$ cat src/design/mmi_pkg.sv
package mmi_pkg;

  localparam int DATA_W            = 32;
  localparam int SLOT_W            = 3;
  localparam int PC_W              = 4;
  localparam int S_TDATA_W         = 40;
  localparam int M_TDATA_W         = 32;
  localparam int MAX_PEERS_DEFAULT = 8;

  localparam logic [PC_W-1:0] PEER_COUNT_RESET = 4'd3;

  // candidate word travelling down the cell chain
  typedef struct packed {
    logic              valid;
    logic [DATA_W-1:0] value;
  } mmi_tok_t;

endpackage

$ cat src/design/mmi_cell.sv
module mmi_cell #(
  parameter int CNT_W = 4
) (
  input  logic                    clk,
  input  logic                    rst,
  input  logic                    wr_en,
  input  logic [mmi_pkg::DATA_W-1:0] wr_data,
  input  logic                    active,
  input  mmi_pkg::mmi_tok_t       tok_in,
  input  logic [CNT_W-1:0]        below_in,
  input  logic [CNT_W-1:0]        same_in,
  output mmi_pkg::mmi_tok_t       tok_out,
  output logic [CNT_W-1:0]        below_out,
  output logic [CNT_W-1:0]        same_out,
  output logic [mmi_pkg::DATA_W-1:0] entry
);
  import mmi_pkg::*;

  logic is_below;
  logic is_same;

  // this cell's entry against the passing candidate
  assign is_below = active && tok_in.valid && (entry < tok_in.value);
  assign is_same  = active && tok_in.valid && (entry == tok_in.value);

  always_ff @(posedge clk) begin
    if (rst) begin
      entry         <= '0;
      tok_out.valid <= 1'b0;
    end else begin
      if (wr_en) begin
        entry <= wr_data;
      end
      tok_out.valid <= tok_in.valid;
    end
    tok_out.value <= tok_in.value;
    below_out     <= below_in + CNT_W'(is_below);
    same_out      <= same_in + CNT_W'(is_same);
  end

endmodule

$ cat src/design/majority_match_index_unit.sv
// channel   | dir | handshake        | payload (low bit first)
// s_tdata   | in  | s_tvalid/tready  | peer_slot[2:0], match_index[34:3], zero pad
// m_tdata   | out | m_tvalid/tready  | majority_index[31:0]
// cfg_wdata | in  | cfg_wen          | peer_count[3:0]
//
// m_tvalid rises once a word is accepted and each of the n candidates,
// n being the active peer count, has walked through the chain of MAX_PEERS
// compare cells, one cell a cycle
// the input is ready again as soon as the result sits in the output
// register, so the next sweep runs while that result waits for m_tready
// rst is synchronous: table cleared to zero, peer_count back to 3
module majority_match_index_unit #(
  parameter int MAX_PEERS = mmi_pkg::MAX_PEERS_DEFAULT
) (
  input  logic                         clk,
  input  logic                         rst,
  input  logic                         s_tvalid,
  output logic                         s_tready,
  input  logic [mmi_pkg::S_TDATA_W-1:0] s_tdata,  // peer_slot, match_index, pad
  output logic                         m_tvalid,
  input  logic                         m_tready,
  output logic [mmi_pkg::M_TDATA_W-1:0] m_tdata,  // majority_index
  input  logic                         cfg_wen,
  input  logic [mmi_pkg::PC_W-1:0]     cfg_wdata   // peer_count
);
  import mmi_pkg::*;

  localparam int SEL_W  = (MAX_PEERS > 1) ? $clog2(MAX_PEERS) : 1;
  localparam int CNT_W  = $clog2(MAX_PEERS + 1);
  localparam int STEP_W = $clog2(2 * MAX_PEERS);
  localparam int CMP_W  = (STEP_W > PC_W) ? STEP_W : PC_W;

  typedef enum logic [2:0] {
    ST_IDLE = 3'b001,
    ST_RUN  = 3'b010,
    ST_DONE = 3'b100
  } state_t;

  state_t state;
  state_t state_next;

  logic [PC_W-1:0]   peer_count;
  logic [STEP_W-1:0] step;
  logic [DATA_W-1:0] res;
  logic [DATA_W-1:0] res_next;

  logic [SLOT_W-1:0] peer_slot;
  logic [DATA_W-1:0] match_index;
  logic              s_accept;

  logic [CMP_W-1:0]  n;
  logic [CMP_W-1:0]  rank_k;
  logic [CMP_W-1:0]  last_step;

  // chain links: index 0 feeds the first cell, MAX_PEERS leaves the last
  mmi_tok_t          tok   [MAX_PEERS+1];
  logic [CNT_W-1:0]  below [MAX_PEERS+1];
  logic [CNT_W-1:0]  same  [MAX_PEERS+1];
  logic [DATA_W-1:0] entry [MAX_PEERS];

  logic [MAX_PEERS-1:0] wr_en;
  logic [MAX_PEERS-1:0] active;

  logic [CMP_W-1:0] exit_below;
  logic [CMP_W-1:0] exit_upper;
  logic             exit_hit;

  assign peer_slot   = s_tdata[SLOT_W-1:0];
  assign match_index = s_tdata[SLOT_W +: DATA_W];
  assign s_tready    = (state == ST_IDLE);
  assign s_accept    = s_tvalid && s_tready;

  // active peers: zero counts as one, saturate at table depth
  always_comb begin
    if (peer_count == '0) begin
      n = CMP_W'(1);
    end else if (CMP_W'(peer_count) > CMP_W'(MAX_PEERS)) begin
      n = CMP_W'(MAX_PEERS);
    end else begin
      n = CMP_W'(peer_count);
    end
  end

  // lower median position, (n - 1) / 2
  assign rank_k    = (n - CMP_W'(1)) >> 1;
  // last candidate leaves the last cell this many steps into the sweep
  assign last_step = n - CMP_W'(1) + CMP_W'(MAX_PEERS);

  // candidate injection, one slot per step
  assign tok[0].valid = (state == ST_RUN) && (CMP_W'(step) < n);
  assign tok[0].value = entry[step[SEL_W-1:0]];
  assign below[0]     = '0;
  assign same[0]      = '0;

  for (genvar j = 0; j < MAX_PEERS; j++) begin : g_cell
    assign wr_en[j]  = s_accept && (CMP_W'(peer_slot) == CMP_W'(j))
                       && (CMP_W'(peer_slot) < n);
    assign active[j] = (CMP_W'(j) < n);

    mmi_cell #(
      .CNT_W (CNT_W)
    ) u_cell (
      .clk       (clk),
      .rst       (rst),
      .wr_en     (wr_en[j]),
      .wr_data   (match_index),
      .active    (active[j]),
      .tok_in    (tok[j]),
      .below_in  (below[j]),
      .same_in   (same[j]),
      .tok_out   (tok[j+1]),
      .below_out (below[j+1]),
      .same_out  (same[j+1]),
      .entry     (entry[j])
    );
  end

  // a candidate whose rank span covers k is the answer; all such are equal
  assign exit_below = CMP_W'(below[MAX_PEERS]);
  assign exit_upper = CMP_W'(below[MAX_PEERS]) + CMP_W'(same[MAX_PEERS]);
  assign exit_hit   = tok[MAX_PEERS].valid && (exit_below <= rank_k)
                      && (rank_k < exit_upper);

  always_comb begin
    res_next = res;
    if (exit_hit) begin
      res_next = tok[MAX_PEERS].value;
    end
  end

  always_comb begin
    state_next = state;
    case (state)
      ST_IDLE: begin
        if (s_accept) begin
          state_next = ST_RUN;
        end
      end
      ST_RUN: begin
        if (CMP_W'(step) == last_step) begin
          state_next = ST_DONE;
        end
      end
      ST_DONE: begin
        if (!m_tvalid || m_tready) begin
          state_next = ST_IDLE;
        end
      end
      default: state_next = ST_IDLE;
    endcase
  end

  always_ff @(posedge clk) begin
    if (rst) begin
      state      <= ST_IDLE;
      peer_count <= PEER_COUNT_RESET;
      m_tvalid   <= 1'b0;
      step       <= '0;
    end else begin
      state <= state_next;
      if (cfg_wen) begin
        peer_count <= cfg_wdata;
      end
      if (s_accept) begin
        step <= '0;
      end else if (state == ST_RUN) begin
        step <= step + STEP_W'(1);
      end
      // output register: loaded when the sweep is done, cleared when taken
      if ((state == ST_DONE) && (!m_tvalid || m_tready)) begin
        m_tvalid <= 1'b1;
      end else if (m_tvalid && m_tready) begin
        m_tvalid <= 1'b0;
      end
    end
  end

  always_ff @(posedge clk) begin
    res <= res_next;
    if ((state == ST_DONE) && (!m_tvalid || m_tready)) begin
      m_tdata <= res;
    end
  end

endmodule

$ cat config.mk
export PLATFORM = sky130hd
export DESIGN_NAME = majority_match_index_unit
export DESIGN_NICKNAME = d
export VERILOG_FILES = /design/src/design/mmi_pkg.sv /design/src/design/mmi_cell.sv /design/src/design/majority_match_index_unit.sv
export SDC_FILE = /design/constraint.sdc
export NUM_CORES = 1
export LEC_CHECK = 0
export BUFFER_PORTS_ARGS = -buffer_cell sky130_fd_sc_hd__buf_2
export CAP_MARGIN = 5
export CORE_UTILIZATION = 60
export CTS_CLUSTER_DIAMETER = 50
export CTS_CLUSTER_SIZE = 16
export DETAILED_ROUTE_END_ITERATION = 8
export GPL_TIMING_DRIVEN = 0
export PLACE_DENSITY = 0.77
export SETUP_SLACK_MARGIN = 0.05
export SYNTH_ARGS = -nofsm -noshare
export SYNTH_HDL_FRONTEND = slang
export SYNTH_SLANG_ARGS = --single-unit
$ cat constraint.sdc
create_clock -name clk -period 14.9 [get_ports clk]
set_input_delay 2.235 -clock clk [delete_from_list [all_inputs] [get_ports clk]]
set_output_delay 2.235 -clock clk [all_outputs]
set_load 0.05 [all_outputs]
Word level (Yosys, flattened, before mapping)
Index checks and enable logic that the tools add are counted.
Storage, ports and cells
  bits of input ports: 49
  flip-flop bits (word level): 654
  logic and storage cells: 173
  output and inout bits: 34
Operators by class
  reductions and logical operators: 53
  order comparisons: 22
  equality and inequality tests: 22
  $add $sub $neg: 18
  multiplexer cells: 11
  bitwise logic cells: 1
Operator list (count)
  equality test 32 bit: 8
  < comparator 32 bit: 8
  binary-select mux 32 bit (select 3 bit): 1
  two-way mux 32 bit: 2
  adder 4 x 1 -> 4 bit: 12
  logical AND 1 bit: 46
  < comparator 3 x 4 -> 1 bit, first input constant: 4
  equality test 3 bit, second input constant: 5
  equality test 3 x 2 -> 1 bit, second input constant: 3
  two-way mux 3 bit: 3
  one-hot mux 3 bit (3 select lines): 1
  < comparator 1 x 4 -> 1 bit, first input constant: 2
  < comparator 2 x 4 -> 1 bit, first input constant: 2
  < comparator 3 x 4 -> 1 bit: 2
  two-way mux 4 bit: 2
  equality test 3 x 1 -> 1 bit, second input constant: 2
  adder 1 x 1 -> 2 bit: 2
  adder 4 x 1 -> 4 bit, second input constant: 1
  adder 4 bit: 1
  adder 4 bit, second input constant: 1
  equality test 4 bit: 1
  greater-or-equal comparator 4 bit, second input constant: 1
  > comparator 4 bit, second input constant: 1
  less-or-equal comparator 4 x 3 -> 1 bit: 1
  other kinds (13): 15

Logic depth before layout (Yosys ltp)
Gate-level depths: netlist (run 1).
  word-level depth: 8
  mapped depth: 13
  gate-level depth less buffers: 12

Cells and area by module
A second synthesis (run 1) with hierarchy kept.
Unflattened totals
  cell total of the unflattened synthesis: 2494
  area total of the unflattened synthesis: 28051.9 sq um
By module, submodules not included
  mmi_cell (g_cell[0].u_cell ...): cells each 272, area each 2867.8 sq um, instances 6
  mmi_cell (g_cell[4].u_cell ...): cells each 273, area each 2851.5 sq um, instances 2
  majority_match_index_unit: cells each 316, area each 5142.4 sq um, instances 1

Least setup slack after synthesis (run 1)
OpenSTA, ideal clock, no wires.
  path type: reg-to-reg
  start: register peer_count[2]
  end: register res[0], enable pin
  path buffers: 1
  cell stages (with the launch flop): 13
  setup slack: 8.963 ns
  arrival time: 5.424 ns
  cell sequence: dfxtp_1 clkbuf_1 o21bai_1 and2_1 inv_1 ha_1 xor2_1 inv_1 ha_1 a21o_1 a21oi_1 a31oi_1 nor4b_1
On the way
  longest elaborated chain between the ends: 7
  elaborated cells on any way between the ends: 9
  classes of those cells: add/sub (1); order compare (3); mux (2); reduce/logical (3)
Ends and longest elaborated chain
  start: declaration: RTL line majority_match_index_unit.sv:42  | logic [PC_W-1:0] peer_count;
  start signal: assignment: RTL line majority_match_index_unit.sv:162  | peer_count <= cfg_wdata;
  > comparator 4 bit: RTL line majority_match_index_unit.sv:77  | end else if (CMP_W'(peer_count) > CMP_W'(MAX_PEERS)) begin
  two-way mux 4 bit: RTL line majority_match_index_unit.sv:77
  two-way mux 4 bit (*): RTL line majority_match_index_unit.sv:75  | if (peer_count == '0) begin
  subtractor 4 x 1 -> 4 bit (*): RTL line majority_match_index_unit.sv:85  | assign rank_k = (n - CMP_W'(1)) >> 1;
  less-or-equal comparator 4 x 3 -> 1 bit: RTL line majority_match_index_unit.sv:121  | assign exit_hit = tok[MAX_PEERS].valid && (exit_below <= rank_k)
  logical AND 1 bit: RTL line majority_match_index_unit.sv:121
  logical AND 1 bit (*): RTL line majority_match_index_unit.sv:122  | && (rank_k < exit_upper);
  via exit_hit: RTL line majority_match_index_unit.sv:66  | logic exit_hit;
  end signal: assignment: RTL line majority_match_index_unit.sv:179  | res <= res_next;
  end: declaration: RTL line majority_match_index_unit.sv:44  | logic [DATA_W-1:0] res;
The timed path passes the listed nets; every way through them passes the cells marked *.
A chain may end at the register's enable or synchronous reset.

Worst setup path in the final report (run 1)
  start: register step[1]
  end: register g_cell[0].u_cell.same_out[0]
On the way
  longest elaborated chain between the ends: 6
  elaborated cells on any way between the ends: 9
  classes of those cells: order compare (1); eq/ne (1); mux (3); bitwise (1); reduce/logical (3)
Ends and longest elaborated chain
  start: declaration: RTL line majority_match_index_unit.sv:43  | logic [STEP_W-1:0] step;
  start signal: assignment: RTL line majority_match_index_unit.sv:167  | step <= step + STEP_W'(1);
  NOT 3 -> 4 bit (not written as such): RTL line majority_match_index_unit.sv:91  | assign tok[0].value = entry[step[SEL_W-1:0]];
  binary-select mux 32 bit (select 3 bit): RTL line majority_match_index_unit.sv:91
  two-way mux 32 bit (not written as such) (2 in series): RTL line majority_match_index_unit.sv:91
  equality test 32 bit: RTL line mmi_cell.sv:24  | assign is_same = active && tok_in.valid && (entry == tok_in.value);
  logical AND 1 bit (*): RTL line mmi_cell.sv:24
  via g_cell[0].u_cell.is_same: RTL line mmi_cell.sv:20  | logic is_same;
  end signal: assignment: RTL line mmi_cell.sv:38  | same_out <= same_in + CNT_W'(is_same);
  end: declaration: RTL line mmi_cell.sv:14  | output logic [CNT_W-1:0] same_out,
The timed path passes the listed nets; every way through them passes the cells marked *. The select of a mux whose other input is x is not followed.

==> reports/summary.md, run 1 <==
The flow ran to the end, and the final reports show no timing, DRC or antenna violations. The detailed-router iteration count before antenna repair came out at 5. In the post-synthesis netlist, the biggest area contributors are sky130_fd_sc_hd__dfxtp_1 42%, sky130_fd_sc_hd__ha_1 14%, sky130_fd_sc_hd__mux2i_1 9.4%.

In the final layout, the share of cells above drive strength 1 is 8.98%. The H-tree was split into 2 levels. The most common cell in the synthesized netlist is sky130_fd_sc_hd__dfxtp_1.

Number of antenna violations at the first check in global routing: 3. The biggest cell delay along the critical path was 0.83 ns. For this run, design rule violations remaining after detail routing come to 0.

The detailed-route vias per instance was 5.85; the hold violation total from the final report was 0. The cell that appears most often on the critical path is sky130_fd_sc_hd__nand4_1. The tools report the final worst clock skew as 0.0269 ns.

The chip width came out at 217 um. STA puts the critical path data required time at 15.41 ns. Final routed wire length divided by cell count: 22.3 um. The run gives 19,400 as the number of global-route vias before repair. After global routing the overflow that remains totals 0. Once the floorplan was initialized, standard cells occupied 60.9% of the core. The leakage component of the power was 12.3 nW; the synthesized netlist net count was 2,906. The last weighted congestion value of the routability-driven placer came out at 0.969.

Prevailing post-synth register cell: sky130_fd_sc_hd__dfxtp_1. The die covers 0.0470 sq mm. The tools report the final number of setup-violating endpoints as 0. The tools report the post-synthesis instance area as 0.0277 sq mm. The tools report the worst-case clock buffer depth as 3. Of all nets on the critical path, the largest fanout is 10. Detailed routing inserted a total of 19,300 vias.

The run gives 56,500 um as the half-perimeter wire length after placement. After clock tree synthesis, the repair step resized 0 gates. At the pin with the least slew margin, the transition time is 1.47 ns. For the number of violations of the max-capacitance limit, the log shows 0.

The design draws 0.00352 W. Clock transition time at the flip-flop clock pins of the worst setup and hold paths: 0.07 ns. The share of the clock period used by the worst path after layout is 33.3%.

Total of buffers placed on input and output ports: 43. In this run, post-CTS hold repair placed 0 buffers. The tree built by TritonCTS fans out to 648 sinks.

The area growth from synthesis to layout is 10.1%. After routing, the total negative slack on setup checks comes to 0 ns. The critical path in this run is classified as reg -> reg.

Synthesized area per cell: 10.8 sq um. The class of the tightest hold or removal check was reg -> reg. STA classifies the critical path startpoint as a register. 83 I/O pins were placed. TritonCTS built the clock tree. The total power per unit cell area works out to 115 mW/mm^2. Maximum vdd drop: 0.0854 mV. The share of synthesized area in the top cell type comes to 42.2%.

By count the netlist is led by 584 x sky130_fd_sc_hd__dfxtp_1, 310 x sky130_fd_sc_hd__nor2_1, 300 x sky130_fd_sc_hd__ha_1, 279 x sky130_fd_sc_hd__inv_1, 260 x sky130_fd_sc_hd__mux2i_1. The tools report the count of buffers added by post-CTS timing repair for setup as 0. The later pin in the worst-skew pair is clocked with a latency of 0.63 ns.

The run gives 33 as the maximum number of pins on one net before global-route repair. For the number of nets with antenna violations after detailed routing, the log shows 0. The final layout contains routed wiring with a total length of 73,500 um. After floorplanning, the core was sized to cover 0.0455 sq mm.

Counting every instance in the synthesized netlist gives 2,556. The number of synthesized flops with an enable pin was 64. TritonCTS created 54 clock buffers. The async set or reset register ratio after synthesis was 0%. The worst setup path is captured at a register. The compound-gate portion of the synthesized area was 5.37%. The synthesized design spends more area on one cell type than any other, namely sky130_fd_sc_hd__dfxtp_1.

Height of the die: 217 um. The run gives 3,297 as the post-route non-filler standard cell count. After floorplanning, the core was divided into 78 placement rows. The adder and majority cell fraction of the synthesized area came out at 13.6%. The worst path in the final design needs a cycle of 4.97 ns, including I/O delays and setup. Summing the areas of all and, or, nand and nor instances in the mapped netlist gives 10.6% of the synthesized area.

For the fmax, the log shows 0.201 GHz. The tree is rooted in a sky130_fd_sc_hd__clkbuf_16. Data on the critical path arrives at its endpoint at 5.48 ns. Worst path setup slack after routing: 9.93 ns. After synthesis, the largest family of logic cells by area is multiplexers.

The mux contribution to synthesized area came out at 14.6%. Tightest slew margin relative to the limit: 2.10%. The combined global-route utilization of all metal layers was 31.5%; the post-synthesis xor/xnor area fraction was 0.872%. The final net count is 3,008, and the instance count after placement with tap cells included is 3,202.

Once layout is complete, the utilization of the core stands at 67.0%. The first global-routing pass estimated 111,000 um of wire. The slowest stage cell on the critical path is sky130_fd_sc_hd__buf_1. Sequential elements use 49.2% of the synthesized area. Setup repair after global routing left no endpoint under its margin. Flip-flop and latch count after synthesis: 648. Before CTS, the worst setup slack after placement is 10.11 ns. For this run, the number of Yosys warnings is 0.

The signal on the critical path passes through buf_1 > clkbuf_1 > mux4_2 > nand2_1 > and2_1 > ha_1 > nand4_1 > nor4_1 > nand4_1 > or3_1 > a211oi_1. In this run, the number of DRC markers left after iteration 0 of detailed routing was 1,619. The number of slew-limit violations in the final report was 0; the number of different library cells in the post-synthesis netlist was 64.
-- registers in the layout (all words and copies together), names as in the netlist --
register,count
g_cell.u_cell.below_out,26
g_cell.u_cell.entry,256
g_cell.u_cell.same_out,26
g_cell.u_cell.tok_out,264
m_tdata,32
m_tvalid,1
peer_count,4
res,32
state,3
step,4
-- where the power goes --
part	internal [W]	switching [W]
clock	0.000805	0.000654
combinational	0.0000915	0.000164
sequential	0.00178	0.0000215
total	0.00268	0.000840
-- cell type report --
class                           count  area, sq um
Buffer                            111          539
Tap cell                          600          751
Fill cell                        3486        15000
Timing Repair Buffer               46          241
Clock buffer                       69         1500
Sequential cell                   648        13600
Multi-Input combinational cell   1517        12500
Inverter                          280         1050
Antenna cell                        2         5.00
Clock inverter                     24          294
-- per-layer routing --
metal  vias up  track usage, %  part of all wire, %
met5         -               0                    0
met2       797            51.2                   46
li1       8981               -                    -
met1      9346            41.4                   42
met4         0            13.3                  4.1
met3       168            5.66                  7.6
-- worst max-delay path: cells and delay by family, from the launching register on --
kind,cells,cell delay (ns)
mux,1,0.37
compound gates,1,0.26
simple gates,6,1.94
flops,1,0.44
buf+inv,2,1.51
fa+ha+maj,1,0.33
-- final timing paths --
path                                                   start                            to  slack (ns)  cells past startpoint
worst max-delay path                                 step[1]  g_cell[0].u_cell.same_out[0]        9.93                     11
worst min-delay path            g_cell[1].u_cell.tok_out[24]  g_cell[2].u_cell.tok_out[24]        0.34                      0
worst max register to register                       step[1]  g_cell[0].u_cell.same_out[0]        9.93                     11
worst min register to register  g_cell[1].u_cell.tok_out[24]  g_cell[2].u_cell.tok_out[24]        0.34                      0
-- cells by family (layout without fill, tap and decap cells) --
family / Yosys count / count (layout)
and+or+nand+nor: 646 / 646
buffers and inverters: 391 / 530
muxes: 324 / 324
adders and majority gates: 301 / 301
DFF: 648 / 648
xor gates and xnor gates: 26 / 26
AOI/OAI and AO/OA: 219 / 219
other: 1 / 3
-- cells in the final DEF (no fill, tap or decap), types with 64 or more instances in the layout --
cell type / n
sky130_fd_sc_hd__inv_1: 279
sky130_fd_sc_hd__nor2_1: 310
sky130_fd_sc_hd__clkbuf_1: 83
sky130_fd_sc_hd__ha_1: 300
sky130_fd_sc_hd__mux4_2: 64
sky130_fd_sc_hd__mux2i_1: 260
sky130_fd_sc_hd__nand2_1: 115
sky130_fd_sc_hd__dfxtp_1: 584
sky130_fd_sc_hd__edfxtp_1: 64
sky130_fd_sc_hd__a21oi_1: 74
-- stage by stage --
step / hold WS [ns] / instance area [sq um]
floorplan: 0.331 / 27700
global placement: 0.334 / 28700
detailed placement: 0.335 / 28700
CTS: 0.345 / 30500
global route: 0.352 / 30500
finish: 0.341 / 30500
Power figures use the tool's default switching activity.
==> run 2, diff against run 1 <==
ABC_AREA = 1   (was default)
clock period = 4.7 ns   (was 14.9 ns; I/O delays follow)
==> reports/summary.md, run 2 <==
The number of global-route vias before repair is 22,500 (+16%), and the final critical-path required period is 4.17 ns (-0.794 ns). The final net count is 3,981 (+32%), and the proportion of layout cells with a drive suffix above 1 is 7.39% (-1.6 points). Number of flip-flops in the largest register: 264 (unchanged).

The run gives 0 (unchanged) as the count of buffers added by post-CTS timing repair for setup. Class of the tightest hold or removal check: in -> reg. The area of the die is 0.0495 sq mm (+5.3%). Yosys instantiated no cell more often than sky130_fd_sc_hd__nand2_1. The largest register by flop count was g_cell.u_cell.tok_out. Share of the clock period used by the worst path after layout: 88.8% (+55 points).

The tools report the number of nets with antenna violations after detailed routing as 0 (unchanged). The worst setup path is of the reg -> reg kind. The slowest stage of the critical path is the sky130_fd_sc_hd__clkbuf_1 cell. The logs give 0 (unchanged) for the number of violations of the max-capacitance limit and 83 (unchanged) for the I/O pin count. Yosys attributes the largest share of cell area to sky130_fd_sc_hd__dfxtp_1 40%, sky130_fd_sc_hd__ha_1 13%, sky130_fd_sc_hd__nand2_1 7.9%.

The tools report the final wirelength as 82,000 um (+12%). TritonCTS built the clock tree. The tools report the synthesized netlist net count as 3,882 (+34%). The part of the power in registers is 50.9% (-0.4 points). The sum of overflow across all layers after global routing came out at 0 (unchanged).

The final worst clock skew is 0.0252 ns (-0.00162 ns), and the height of the die is 222 um (+2.6%). The starting DRC count in detailed routing came out at 2,138 (+32%). The run gives 6 (+1) as the detailed-router iteration count before antenna repair. The last weighted congestion value of the routability-driven placer was 1.00 (+3.7%); the half-perimeter wire length after placement was 64,600 um (+14%). STA classifies the critical path startpoint as a register. The chip width came out at 222 um (+2.6%).

The tools report the count of hold buffers inserted by post-cts repair as 0 (unchanged). The library cell used most frequently in the layout, excluding fill and tap cells, is sky130_fd_sc_hd__nand2_1. Broken down by cell family, the worst path's largest delay share belongs to buffers and inverters. The site row count was 80 (+2.6%); the hold violation total from the final report was 0 (unchanged).

The largest total area in the synthesized netlist belongs to sky130_fd_sc_hd__dfxtp_1. The number of different library cells in the post-synthesis netlist is 43 (-33%). Maximum vdd drop: 0.282 mV (+230%).

The count of instances resized after the clock tree is built is 0 (unchanged). The area of all placed cells without fillers was 0.0318 sq mm (+4.4%); the highest net fanout along the worst path was 10 (unchanged). The number of cells produced by synthesis was 3,532 (+38%); the tightest slew margin relative to the limit was 12.0% (+9.9 points). The slew at the pin with the worst max-slew slack works out to 1.31 ns (-0.153 ns). The total power per unit cell area works out to 361 mW/mm^2 (+210%).

The top cell type's share of synthesized area works out to 40.1% (-2.1 points). The commonest cells after synthesis are 612 x sky130_fd_sc_hd__nand2_1, 584 x sky130_fd_sc_hd__dfxtp_1, 483 x sky130_fd_sc_hd__inv_1, 391 x sky130_fd_sc_hd__a21oi_1, 321 x sky130_fd_sc_hd__nor2_1. The run gives 33 (unchanged) as the maximum number of pins on one net before global-route repair. The final number of setup-violating endpoints is 0 (unchanged).

The flip-flop and latch count after synthesis is 648 (unchanged). Final routed wire length divided by cell count: 19.1 um (-14%). Traced cell by cell, the critical path runs through buf_2 > inv_2 > buf_2 > clkbuf_1 > o21ai_0 > o21ai_0 > nand2_1 > o21ai_1 > inv_1 > ha_1 > nand2_1 > inv_1 > nand3_1 > nor3_1 > nand4_1 > nor2_1. The root buffer selected by CTS was sky130_fd_sc_hd__clkbuf_16. The tools report the sum of negative setup slack as 0 ns (unchanged). The switching portion of total power came out at 26.9% (+3.0 points). The flow ran to the end, and the final reports show no timing, DRC or antenna violations.

Clock sink total: 648 (unchanged). The number of buffers and inverters on the critical path came out at 6 (+4). The growth of design area from synthesis to finish was 9.15%. For the total via count after detailed routing, the log shows 24,000 (+24%).

The number of slew-limit violations in the final report was 0 (unchanged); the clock network power share was 37.5% (-4.0 points). Count of yosys warnings during synthesis: 0 (unchanged). Setup repair after global routing left no endpoint under its margin. The combined global-route utilization of all metal layers is 32.8% (+1.3 points). In the layout the commonest cells are 612 x sky130_fd_sc_hd__nand2_1, 584 x sky130_fd_sc_hd__dfxtp_1, 483 x sky130_fd_sc_hd__inv_1, 390 x sky130_fd_sc_hd__a21oi_1, 320 x sky130_fd_sc_hd__nor2_1. The category of the worst setup path capture point is a register. Leakage component of the power: 14.1 nW (+14%). The tools report the fill cell instance count of the final layout as 3,967 (+14%). Share of total power in combinational logic: 11.5% (+4.2 points).

The post-synthesis instance area was 0.0292 sq mm (+5.3%). The async set or reset register ratio after synthesis came out at 0% (unchanged). The required time of the critical path was 5.25 ns (-10.16 ns); the number of synthesized flops with an enable pin was 64 (unchanged). The logs give 124,000 um (+11%) for the first-pass GRT wire length and 2 (unchanged) for the maximum level of the CTS H-tree. The largest registers in the layout are g_cell.u_cell.tok_out x264, g_cell.u_cell.entry x256.

The residual DRC count is 0 (unchanged). The synthesized area per cell works out to 8.26 sq um (-24%). The run gives 0.63 ns (about the same) as the later-pin clock latency in the skew report. The detailed-route vias per instance was 5.59 (-4.5%); the total of buffers placed on input and output ports was 44 (+2.3%). The arrival time reported for the critical path endpoint was 4.73 ns (-0.75 ns); the pre-CTS worst setup slack was 0.789 ns (-9.32 ns). The logs give 0.0302 sq mm (+5.3%) for the placed standard-cell area and 0.00309 W (+270%) for the switching component of the power. The worst path setup slack after routing is 0.526 ns (-9.41 ns), and the biggest cell delay along the critical path is 0.92 ns (+0.09 ns). The worst-case clock buffer depth is 3 (unchanged). The number of antenna violations at the first check in global routing is 8 (+5), and the clock transition time at the flip-flop clock pins of the worst setup and hold paths is 0.07 ns (about the same). The number of buffers inserted during clock tree synthesis is 52 (-3.7%). Fmax: 0.240 GHz (+19%). The tools report the initial core utilization as 60.9% (+0.063 points).

The most used flip-flop cell after synthesis is sky130_fd_sc_hd__dfxtp_1. The run gives 0.00840 W (+210%) as the total internal power. The sequential fraction of the synthesis area was 46.7% (-2.5 points); the core footprint was 0.0478 sq mm (+5.2%).
[run 2: stage by stage]
step | hold WS [ns] | cells | power [W] | util, %
2_1_floorplan | 0.331 | 3532 | 0.00681 | -
3_3_place_gp | 0.335 | 4191 | 0.00722 | 63.0
5_1_grt | 0.306 | 4286 | 0.0119 | 66.5
6_report | 0.303 | 4288 | 0.0115 | 66.5
3_5_place_dp | 0.335 | 4192 | 0.00726 | 63.1
4_1_cts | 0.291 | 4281 | 0.0115 | 66.5
[run 2: power groups by stage]
stage          logic (W)  clock network, W  registers (W)
2_1_floorplan   0.000873                 0        0.00594
3_3_place_gp     0.00125                 0        0.00597
3_5_place_dp     0.00128                 0        0.00598
4_1_cts          0.00130           0.00433        0.00585
5_1_grt          0.00145           0.00453        0.00587
6_report         0.00133           0.00431        0.00586
[run 2: tightest hold or removal path: stages]
cell and delay, ns:
sky130_fd_sc_hd__buf_2 0.08, sky130_fd_sc_hd__a21oi_1 0.05, sky130_fd_sc_hd__o21ai_0 0.06
[run 2: path summary, 6_finish.rpt]
kind,cells after the start,slack (ns),to,startpoint
max,16,0.53,g_cell[0].u_cell.same_out[0],step[0]
min,3,0.30,peer_count[0],cfg_wdata[0]
max reg2reg,16,0.53,g_cell[0].u_cell.same_out[0],step[0]
min reg2reg,0,0.34,g_cell[1].u_cell.tok_out[18],g_cell[0].u_cell.tok_out[18]
[run 2: cell type report]
type | count | area (sq um) | share of cell area (%)
plain buffers | 195 | 1040 | 3.27
clock buffers | 70 | 1420 | 4.46
diodes | 7 | 17.5 | 0.0550
well taps | 615 | 769 | 2.42
repair buffers | 45 | 248 | 0.778
inverters | 488 | 1830 | 5.75
multi-input cells | 2201 | 12700 | 39.9
clock inverters | 19 | 194 | 0.609
flip-flops and latches | 648 | 13600 | 42.8
[run 2: kinds of logic (layout without fill, tap and decap cells)]
group                    Yosys count  after routing  share of synthesized area, %
XOR/XNOR                          23             23                         0.691
flip-flops                       648            648                          46.7
other                              1              8                        0.0129
adder cells (fa/ha/maj)          301            301                          12.9
AND/OR/NAND/NOR                 1222           1222                          18.4
AO/OA/AOI/OAI                    654            654                          11.4
buffers and inverters            683            817                          9.86
[run 2: layer usage]
metal	vias to the layer above	routed length [um]	GRT usage, %
met5	-	33	0
met2	1131	36600	52.8
met4	6	4760	18.4
met3	272	7830	6.98
met1	10800	32800	40.8
li1	11700	-	-
==> run 3, diff against run 2 <==
CTS_BUF_LIST = sky130_fd_sc_hd__clkbuf_2   (was default)
==> reports/summary.md, run 3 (synthesized netlist as in run 2, its figures left out) <==
For the residual DRC count, the log shows 0 (unchanged). In this run the critical register-to-register path is launched from step[0]. The height of the die was 222 um (unchanged); the clock sink total was 648 (unchanged). The biggest cell delay along the critical path is 0.88 ns (-0.04 ns), and the share of the core filled with cells in the final layout is 65.2% (-1.3 points). The part of the power in registers was 61.1% (+10 points).

The I/O pin count is 83 (unchanged). The tools report the final worst clock skew as 0.0771 ns (+0.0519 ns). The run gives 5.87 ns (+0.62 ns) as the required time of the critical path.

The top cell types in the final layout, fill and taps aside, are 612 x sky130_fd_sc_hd__nand2_1, 584 x sky130_fd_sc_hd__dfxtp_1, 483 x sky130_fd_sc_hd__inv_1, 390 x sky130_fd_sc_hd__a21oi_1, 320 x sky130_fd_sc_hd__nor2_1. Number of buffers and inverters on the critical path: 6 (unchanged). TritonCTS built the clock tree.

The tools report the root buffer selected by CTS as sky130_fd_sc_hd__clkbuf_2. The final number of setup-violating endpoints is 0 (unchanged), and the core footprint is 0.0478 sq mm (unchanged). The largest register by flop count is g_cell.u_cell.tok_out.

The count of instances resized after the clock tree is built is 0 (unchanged). The fill cell instance count of the final layout was 4,118 (+3.8%); the detailed-router iteration count before antenna repair was 8 (+2). Class of the tightest hold or removal check: in -> reg.

The starting DRC count in detailed routing is 2,269 (+6.1%), and the share of the clock period used by the worst path after layout is 88.6% (-0.23 points). The startpoint identified for the worst hold timing path is s_tdata[1]. The last weighted congestion value of the routability-driven placer is 1.00 (unchanged).

The flow ran to the end, and the final reports show no timing, DRC or antenna violations. The maximum vdd drop was 0.135 mV (-52%); the sum of negative setup slack was 0 ns (unchanged). The hold violation total from the final report is 0 (unchanged), and the maximum number of pins on one net before global-route repair is 33 (unchanged). The number of flip-flops in the largest register is 264 (unchanged), and the total power per unit cell area is 308 mW/mm^2 (-15%). The detailed-route vias per instance is 5.55 (-0.64%), and the combined global-route utilization of all metal layers is 32.6% (-0.15 points). The area of the die was 0.0495 sq mm (unchanged); the maximum level of the CTS H-tree was 2 (unchanged). The worst setup path is captured at a register.

The largest registers in the layout are g_cell.u_cell.tok_out x264, g_cell.u_cell.entry x256. The slowest stage cell on the critical path was sky130_fd_sc_hd__clkbuf_1. The number of buffers inserted during clock tree synthesis came out at 52 (unchanged). The number of cells on the worst hold path came out at 5 (+2). The run gives 0.00288 W (-6.7%) as the switching component of the power. Total stage count of the critical path: 16 (unchanged). The run gives 0.54 ns (about the same) as the reg-to-reg setup timing slack. Hold path endpoint: g_cell[3].u_cell.entry[31]. Setup repair after global routing left no endpoint under its margin. The logs give 3 (unchanged) for the worst-case clock buffer depth and 80 (unchanged) for the site row count. The number of violations of the max-capacitance limit is 0 (unchanged). The clock transition time at the flip-flop clock pins of the worst setup and hold paths was 0.27 ns (+0.20 ns); the total internal power was 0.00674 W (-20%).

For the total via count after detailed routing, the log shows 24,100 (+0.43%). Final net count: 4,028 (+1.2%). The run gives 0.240 GHz (+0.26%) as the fmax.

The terminus of the critical flop-to-flop path is g_cell[0].u_cell.same_out[0]. The total of buffers placed on input and output ports was 44 (unchanged); the logic depth of the worst register-to-register path was 16 (unchanged). The tools report the number of antenna violations at the first check in global routing as 4 (-4).

The initial core utilization is 60.9% (unchanged). Among cell families on the critical path, the largest total delay comes from buffers and inverters. The area growth from synthesis to layout is 7.04%.

The sort of element at the start of the critical path was a register. The slew at the pin with the worst max-slew slack was 1.29 ns (-0.0272 ns). The final routed wire length divided by cell count was 18.8 um (-1.5%); the final critical-path required period was 4.16 ns (-0.0107 ns).

The half-perimeter wire length after placement came out at 64,600 um (unchanged). The arrival time reported for the critical path endpoint is 5.34 ns (+0.61 ns), and the first-pass GRT wire length is 123,000 um (-0.62%). The run gives 81,700 um (-0.47%) as the final wirelength. The chip width was 222 um (unchanged); the proportion of layout cells with a drive suffix above 1 was 7.59% (+0.20 points). The run gives 0 (unchanged) as the number of slew-limit violations in the final report. Traced cell by cell, the critical path runs through buf_2 > inv_2 > buf_2 > clkbuf_1 > o21ai_0 > o21ai_0 > nand2_1 > o21ai_1 > inv_1 > ha_1 > nand2_1 > inv_1 > nand3_1 > nor3_1 > nand4_1 > nor2_1. The share of total power in combinational logic is 14.1% (+2.6 points). The run gives 24.8% (-13 points) as the clock network power share.

The later-pin clock latency in the skew report came out at 1.24 ns (+0.61 ns). The number of nets with antenna violations after detailed routing is 0 (unchanged). The number of global-route vias before repair is 22,500 (-0.32%). The switching portion of total power came out at 30.0% (+3.1 points). The tightest slew margin relative to the limit was 13.8% (+1.8 points); the sum of overflow across all layers after global routing was 0 (unchanged). The highest net fanout along the worst path was 10 (unchanged).

The critical path is of the reg -> reg type. Most frequent standard cell in the layout excluding fill and tap cells: sky130_fd_sc_hd__nand2_1. For the leakage component of the power, the log shows 13.9 nW (-1.5%).
## run 3: cell types whose count changed in the layout (fill, tap and decap cells not counted), sizes merged
cell / before / now
clkinv: 8 / 11
clkbuf: 139 / 136
dlygate4sd3: 0 / 47
diode: 7 / 6
## run 3: how the worst max path moves through the flow
stage | startpoint | end | slack (ns)
after floorplan | peer_count[1] | res[0] | 1.11
after global placement | peer_count[3] | res[5] | 0.24
after detailed placement | step[0] | g_cell[0].u_cell.same_out[0] | 0.79
after CTS | step[0] | g_cell[0].u_cell.same_out[0] | 0.77
after global routing | step[0] | g_cell[0].u_cell.same_out[0] | 0.56
final | step[0] | g_cell[0].u_cell.same_out[0] | 0.54
## run 3: power groups by stage
stage | Sequential (W) | Clock, W | Combinational, W
floorplan | 0.00594 | 0 | 0.000873
global placement | 0.00597 | 0 | 0.00125
detailed placement | 0.00598 | 0 | 0.00128
CTS | 0.00587 | 0.00240 | 0.00133
global route | 0.00590 | 0.00259 | 0.00148
finish | 0.00588 | 0.00239 | 0.00135
## run 3: stage by stage
stage	cells	setup slack, ns	hold WS [ns]	instance area, sq um	total power, W
2_1_floorplan	3532	1.11	0.331	29200	0.00681
3_3_place_gp	4191	0.238	0.335	30200	0.00722
3_5_place_dp	4192	0.789	0.335	30200	0.00726
4_1_cts	4328	0.766	0.0296	31200	0.00959
5_1_grt	4332	0.563	0.0987	31200	0.00997
6_report	4334	0.536	0.102	31200	0.00962
## run 3: final cells by class
cell class / instances / area [sq um] / share of cell area [%]
sequential: 648 / 13600 / 43.6
multi-input combinational: 2201 / 12700 / 40.7
inverter: 488 / 1830 / 5.87
buffer: 195 / 1040 / 3.34
tap: 615 / 769 / 2.47
timing repair buffer: 92 / 718 / 2.30
clock buffer: 67 / 335 / 1.07
clock inverter: 22 / 195 / 0.625
antenna: 6 / 15.0 / 0.0481
## run 3: tightest hold or removal path, delay by kind of cell
family                 cells  cell delay (ns)
and+or+nand+nor            3             0.39
buffers and inverters      1             0.15
AOI/OAI and AO/OA          1             0.06
## run 3: per-layer routing
metal | global-route usage [%] | share of wire (%) | vias up
li1 | - | - | 11800
met1 | 41.4 | 41 | 10900
met2 | 52.5 | 44 | 1055
met3 | 6.14 | 8.6 | 283
met4 | 18.0 | 5.9 | 2
met5 | 0.782 | 0.061 | -
## run 3: what timing repair did
item	in CTS	in global routing
hold buffers	47	0
setup buffers	0	0
hold endpoints to repair	261	0
